===== config.mk =====
export PLATFORM = sky130hd
export DESIGN_NAME = ffca_ctrl
export DESIGN_NICKNAME = d
export VERILOG_FILES = /design/src/rtl/core/assert_macros.svh /design/src/rtl/core/ffca_pkg.sv /design/src/rtl/core/ffca_ctrl.sv
export SDC_FILE = /design/constraint.sdc
export NUM_CORES = 1
export LEC_CHECK = 0
export BUFFER_PORTS_ARGS = -buffer_cell sky130_fd_sc_hd__buf_2
export CAP_MARGIN = 20
export CORE_MARGIN = 10
export CORE_UTILIZATION = 51
export DETAILED_ROUTE_END_ITERATION = 8
export PLACE_DENSITY = 0.8
export SYNTH_ARGS = -nofsm -noshare
export SYNTH_HDL_FRONTEND = slang
export SYNTH_SLANG_ARGS = --single-unit

===== constraint.sdc =====
create_clock -name aclk -period 2.25 [get_ports aclk]
set_clock_uncertainty 0.2 [all_clocks]
set_input_delay 0.45 -clock aclk [delete_from_list [all_inputs] [get_ports aclk]]
set_output_delay 0.45 -clock aclk [all_outputs]
set_load 0.01 [all_outputs]

===== src/rtl/core/assert_macros.svh =====
// Assertion helpers shared by the RTL.
`ifndef ASSERT_MACROS_SVH
`define ASSERT_MACROS_SVH

// Checked on every edge outside of reset.
`define FFCA_ASSERT(lbl, clk, rstn, prop, msg) \
    lbl: assert property (@(posedge clk) disable iff (!rstn) prop) else $error(msg);

// Checked on every edge, reset included.
`define FFCA_ASSERT_ALWAYS(lbl, clk, prop, msg) \
    lbl: assert property (@(posedge clk) prop) else $error(msg);

`endif


===== src/rtl/core/ffca_pkg.sv =====
package ffca_pkg;

    localparam int FREE_SLOTS   = 64;
    localparam int USED_SLOTS   = 64;
    localparam int HEADER_BYTES = 16;
    localparam int ADDR_BITS    = 32;

    localparam int FIDX_W  = $clog2(FREE_SLOTS);
    localparam int FCNT_W  = $clog2(FREE_SLOTS + 1);
    localparam int UIDX_W  = $clog2(USED_SLOTS);
    localparam int UCNT_W  = $clog2(USED_SLOTS + 1);
    localparam int COUNT_W = 26;
    localparam int BB_W    = 13;
    localparam int SIZE_W  = COUNT_W + BB_W;
    localparam int ENTRY_W = 2 * ADDR_BITS;

    localparam logic [ADDR_BITS-1:0] HDR_C         = ADDR_BITS'(HEADER_BYTES);
    localparam logic [ADDR_BITS-1:0] REGION_OFFSET = ADDR_BITS'(1 << 24);

    localparam logic [ADDR_BITS-1:0] HEAP_START_RST  = 32'd0;
    localparam logic [ADDR_BITS-1:0] HEAP_END_RST    = 32'd268435456;
    localparam logic [BB_W-1:0]      BLOCK_BYTES_RST = 13'd64;

    localparam logic [1:0] CFG_HEAP_START  = 2'd0;
    localparam logic [1:0] CFG_HEAP_END    = 2'd1;
    localparam logic [1:0] CFG_BLOCK_BYTES = 2'd2;

    typedef enum logic [1:0] {
        KIND_INIT, KIND_ALLOC, KIND_FREE, KIND_QUERY
    } kind_t;

    typedef enum logic [1:0] {
        STS_OK, STS_NO_FIT, STS_FULL, STS_UNKNOWN
    } sts_t;

    typedef enum logic [4:0] {
        S_IDLE, S_INIT, S_A_SLOT, S_A_TEST, S_A_CHK, S_DROP_TEST, S_DROP_WR,
        S_F_START, S_F_UTEST, S_F_UCHK, S_F_PTEST, S_F_PCHK, S_F_DECIDE,
        S_F_MB, S_INS_TEST, S_INS_WR, S_Q_TEST, S_Q_ACC, S_DONE
    } state_t;

    typedef enum logic [4:0] {
        OP_NONE, OP_LOAD, OP_INIT, OP_SLOT_INC, OP_FRD, OP_IDX_INC, OP_SET_STS,
        OP_GRANT_WHOLE, OP_GRANT_SPLIT, OP_DROP_RD, OP_DROP_WR, OP_DEC_N,
        OP_URD, OP_UTAKE, OP_PREV, OP_MERGE_AFTER, OP_MERGE_BEFORE,
        OP_INS_START, OP_INS_RD, OP_INS_WR, OP_INS_PUT, OP_QACC, OP_EMIT
    } dp_op_t;

    typedef struct packed {
        dp_op_t op;
        sts_t   sts;
    } dp_cmd_t;

    typedef struct packed {
        logic              idx_lt_n;
        logic              drop_more;
        logic              slot_busy;
        logic              slot_end;
        logic              addr_zero;
        logic              fit;
        logic              whole;
        logic              umatch;
        logic              below;
        logic              after;
        logic              prev_adj;
        logic              n_full;
        logic              ins_more;
        logic              out_free;
        logic [FCNT_W-1:0] n_entries;
    } dp_sts_t;

endpackage


===== src/rtl/core/ffca_ctrl.sv =====
module ffca_ctrl (
    input  logic              aclk,
    input  logic              aresetn,
    input  logic              s_valid,
    input  logic [1:0]        s_kind,
    output logic              s_ready,
    input  ffca_pkg::dp_sts_t sts,
    output ffca_pkg::dp_cmd_t cmd,
    output ffca_pkg::state_t  state
);
    import ffca_pkg::*;

    state_t state_reg, state_next;

    always_ff @(posedge aclk) begin
        if (!aresetn) begin
            state_reg <= S_IDLE;
        end else begin
            state_reg <= state_next;
        end
    end

    always_comb begin
        state_next = state_reg;
        cmd        = '{op: OP_NONE, sts: STS_OK};
        s_ready    = 1'b0;
        case (state_reg)
            S_IDLE: begin
                s_ready = 1'b1;
                if (s_valid) begin
                    cmd.op = OP_LOAD;
                    case (kind_t'(s_kind))
                        KIND_INIT:  state_next = S_INIT;
                        KIND_ALLOC: state_next = S_A_SLOT;
                        KIND_FREE:  state_next = S_F_START;
                        default:    state_next = S_Q_TEST;
                    endcase
                end
            end
            S_INIT: begin
                cmd.op     = OP_INIT;
                state_next = S_DONE;
            end
            // find a free used-table slot first
            S_A_SLOT: begin
                if (sts.slot_busy) begin
                    cmd.op = OP_SLOT_INC;
                end else begin
                    state_next = S_A_TEST;
                end
            end
            S_A_TEST: begin
                if (sts.idx_lt_n) begin
                    cmd.op     = OP_FRD;
                    state_next = S_A_CHK;
                end else begin
                    cmd        = '{op: OP_SET_STS, sts: STS_NO_FIT};
                    state_next = S_DONE;
                end
            end
            S_A_CHK: begin
                if (!sts.fit) begin
                    cmd.op     = OP_IDX_INC;
                    state_next = S_A_TEST;
                end else if (sts.slot_end) begin
                    cmd        = '{op: OP_SET_STS, sts: STS_FULL};
                    state_next = S_DONE;
                end else if (sts.whole) begin
                    cmd.op     = OP_GRANT_WHOLE;
                    state_next = S_DROP_TEST;
                end else begin
                    cmd.op     = OP_GRANT_SPLIT;
                    state_next = S_DONE;
                end
            end
            S_DROP_TEST: begin
                if (sts.drop_more) begin
                    cmd.op     = OP_DROP_RD;
                    state_next = S_DROP_WR;
                end else begin
                    cmd.op     = OP_DEC_N;
                    state_next = S_DONE;
                end
            end
            S_DROP_WR: begin
                cmd.op     = OP_DROP_WR;
                state_next = S_DROP_TEST;
            end
            S_F_START: begin
                state_next = sts.addr_zero ? S_DONE : S_F_UTEST;
            end
            S_F_UTEST: begin
                if (sts.slot_end) begin
                    cmd        = '{op: OP_SET_STS, sts: STS_UNKNOWN};
                    state_next = S_DONE;
                end else if (!sts.slot_busy) begin
                    cmd.op = OP_SLOT_INC;
                end else begin
                    cmd.op     = OP_URD;
                    state_next = S_F_UCHK;
                end
            end
            S_F_UCHK: begin
                if (sts.umatch) begin
                    cmd.op     = OP_UTAKE;
                    state_next = S_F_PTEST;
                end else begin
                    cmd.op     = OP_SLOT_INC;
                    state_next = S_F_UTEST;
                end
            end
            S_F_PTEST: begin
                if (sts.idx_lt_n) begin
                    cmd.op     = OP_FRD;
                    state_next = S_F_PCHK;
                end else begin
                    state_next = S_F_DECIDE;
                end
            end
            S_F_PCHK: begin
                if (sts.below) begin
                    cmd.op     = OP_PREV;
                    state_next = S_F_PTEST;
                end else begin
                    state_next = S_F_DECIDE;
                end
            end
            S_F_DECIDE: begin
                if (!sts.after && !sts.prev_adj && sts.n_full) begin
                    cmd        = '{op: OP_SET_STS, sts: STS_FULL};
                    state_next = S_DONE;
                end else if (sts.after) begin
                    cmd.op     = OP_MERGE_AFTER;
                    state_next = sts.prev_adj ? S_F_MB : S_DONE;
                end else if (sts.prev_adj) begin
                    cmd.op     = OP_MERGE_BEFORE;
                    state_next = S_DONE;
                end else begin
                    cmd.op     = OP_INS_START;
                    state_next = S_INS_TEST;
                end
            end
            // merged on both sides: grow the lower one, drop the upper one
            S_F_MB: begin
                cmd.op     = OP_MERGE_BEFORE;
                state_next = S_DROP_TEST;
            end
            S_INS_TEST: begin
                if (sts.ins_more) begin
                    cmd.op     = OP_INS_RD;
                    state_next = S_INS_WR;
                end else begin
                    cmd.op     = OP_INS_PUT;
                    state_next = S_DONE;
                end
            end
            S_INS_WR: begin
                cmd.op     = OP_INS_WR;
                state_next = S_INS_TEST;
            end
            S_Q_TEST: begin
                if (sts.idx_lt_n) begin
                    cmd.op     = OP_FRD;
                    state_next = S_Q_ACC;
                end else begin
                    state_next = S_DONE;
                end
            end
            S_Q_ACC: begin
                cmd.op     = OP_QACC;
                state_next = S_Q_TEST;
            end
            S_DONE: begin
                if (sts.out_free) begin
                    cmd.op     = OP_EMIT;
                    state_next = S_IDLE;
                end
            end
            default: state_next = S_IDLE;
        endcase
    end

    assign state = state_reg;
endmodule


==> impl_metrics.py <==
metrics = {
    "routing": {
        "viasPerCell": 6.56,
        "wl_per_cell_um": 19.0,
        "routed_wl_um": 5090,
        "first_pass_iters": 5,
        "ant_nets": 0,
        "dr.first_iter.drc_count": 216,
        "num_vias": 1759,
        "drcViolationCount": 0,
    },
    "critical_path": {
        "cp_slowest_cell": "or4_1",
        "cp_num_buf_inv": 1,
        "path_max_fanout": 6,
        "critPathArrivalTime_ns": 1.86,
        "crit_chain": "and2b_1, nand2_1, o21ai_0, or4_1, buf_2",
        "slowest_delay_ns": 0.54,
        "cpLargestDelayFamily": "simple AND/OR/NAND/NOR gates",
        "end_kind": "primary output",
        "start_kind": "flop",
        "worstPathRequired_ns": 1.60,
        "worstSetupPathType": "flop to primary output",
    },
    "synthesis": {
        "synth_edf_count": 0,
        "ys.flop_type": "dfxtp_1",
        "synth_top_area_share_pct": 8.40,
        "syn_nets": 208,
        "synth_cells": 176,
        "synth.most_common_cell": "nor2_1",
        "ys_ff_latch": 5,
        "async_flop_share_pct": 0,
        "ys_top_cells_by_area": "dfxtp_1, ha_1, nor2_1",
        "ys_seq_area_share_pct": 8.40,
        "synth_cell_types": 52,
        "synth_top_area_cell": "dfxtp_1",
        "ys_warn_count": 0,
        "synth_common_cells": "nor2_1, nand2_1, a21oi_1, o21ai_0",
        "synth.avg_cell_area_sq_um": 6.77,
        "synth_area_sq_um": 1190,
    },
    "clocking": {
        "ctsHoldBuffers": 0,
        "h-tree-depth": 1,
        "root_buffer": "clkbuf_4",
        "path_clk_slew_ns": 0.05,
        "cts_buffers": 3,
        "clock-sinks": 5,
        "insertion_delay_ns": 0.26,
        "cts_tree": "built",
        "cts_buffer_depth": 2,
    },
    "place": {
        "pre_cts_slack_ns": -0.162,
        "io_buffers": 31,
        "place_area_sq_um": 1590,
        "dp_hpwl_um": 3780,
        "gp_congestion": 0.937,
    },
    "pwr": {
        "peakVddDrop_uv": 695,
        "p_per_area_nw_per_um2": 860,
        "total_leakage_power_nw": 0.809,
        "finalPower_mw": 1.53,
    },
    "floorplan": {
        "die_w_um": 68.3,
        "die_area_sq_um": 4670,
        "ios": 39,
        "core_area_sq_um": 2210,
        "floorplan.initialDensity_pct": 53.8,
        "die_y_um": 68.3,
        "num_rows": 17,
    },
    "sta": {
        "finalCritPeriodShare_pct": 111,
        "setup_viol": 7,
        "tightest_slew_ns": 0.511,
        "maxSlewViolCount": 0,
        "setup_ws_ns": -0.256,
        "rsz0062_at_grt": "true",
        "period_needed_ns": 2.51,
        "max_freq_ghz": 0.399,
        "hold_violations": 0,
        "slew_headroom_pct": 65.1,
    },
    "global_route": {
        "grt_pass1_vias": 1651,
        "grtUsageTotal_pct": 21.1,
        "grt_use_met1_pct": 24.5,
        "grt_pass1_wl_um": 7710,
        "use_met3_pct": 4.24,
        "antenna_found_initial": 0,
        "overflow": 0,
        "use_met2_pct": 35.8,
        "grt_max_degree": 19,
        "grt_most_used_layer": "met2",
    },
    "cells_and_area": {
        "multi_input_area_sq_um": 1060,
        "fill_cells": 167,
        "seq_area_sq_um": 109,
        "area_growth_pct": 49.4,
        "antenna_cells": 0,
        "layout-drive-gt1-share_pct": 44.6,
        "postLayoutCellArea_sq_um": 1780,
        "largest_register_ffs": 5,
        "final_nets": 273,
    },
    "status": {
        "status": "finished with violations",
        "failed_checks": "negative setup slack",
    },
    "job": {
        "drv_cap": 0,
    },
    "hold_path": {
        "holdCritPathClass": "input port to flop",
    },
}
-- per-layer routing --
layer | wire length [um] | share of wire, %
met5 | 0 | 0
met4 | 209 | 4.1
met3 | 482 | 9.5
met2 | 2430 | 48
met1 | 1970 | 39
-- placed cells by master, fill, tap and decap left out, drive strengths merged, types with 6 or more instances in the layout --
cell type	instances
buf	74
nor2	19
nand2	14
a21oi	14
o21ai	10
inv	8
nand2b	8
o211ai	6
ha	6
nand3	6
nor3	6
-- metrics by stage --
step	instances	setup TNS [ns]	hold WS, ns	util, %
3_5_place_dp	259	-0.489	0.519	71.9
6_report	268	-0.987	0.278	80.4
5_1_grt	268	-1.47	0.279	80.4
2_1_floorplan	176	0	0.368	-
3_3_place_gp	259	-0.312	0.514	71.9
4_1_cts	265	-0.964	0.275	75.3
-- power breakdown --
part	switching, mW	internal [mW]
registers	0.0467	0.122
clock network	0.0461	0.0676
logic	0.674	0.574
-- worst paths after layout --
path,slack (ns),depth (start not counted),to,from
min reg2reg,0.62,3,state[3],state[4]
max,-0.26,5,cmd[2],state[4]
max reg2reg,0.14,8,state[2],state[1]
min,0.28,2,state[3],aresetn
-- timing repair --
item | CTS | global route
buffers inserted | 2 | 3
cloned | 0 | 0
pin swaps | 1 | 9
resized for setup | 14 | 24
setup endpoints to repair | 7 | 7
hold endpoints to repair | 0 | 0
-- layout make-up --
| class | count | share of cell area, % |
|---|---|---|
| inverters | 8 | 1.69 |
| well taps | 28 | 1.97 |
| multi-input cells | 149 | 59.5 |
| repair buffers | 74 | 29.3 |
| clock buffers | 4 | 1.48 |
| flip-flops and latches | 5 | 6.12 |
-- logic make-up (layout without fill, tap and decap cells) --
kind of cell / after synthesis / after routing / share of synthesized area, %
and+or+nand+nor: 81 / 81 / 38.2
AOI/OAI and AO/OA: 57 / 57 / 32.8
buffers and inverters: 22 / 86 / 9.87
adders and majority gates: 6 / 6 / 6.30
DFF: 5 / 5 / 8.40
muxes: 4 / 4 / 3.68
xor gates and xnor gates: 1 / 1 / 0.735
No activity file was read; power rests on OpenSTA's default activity.
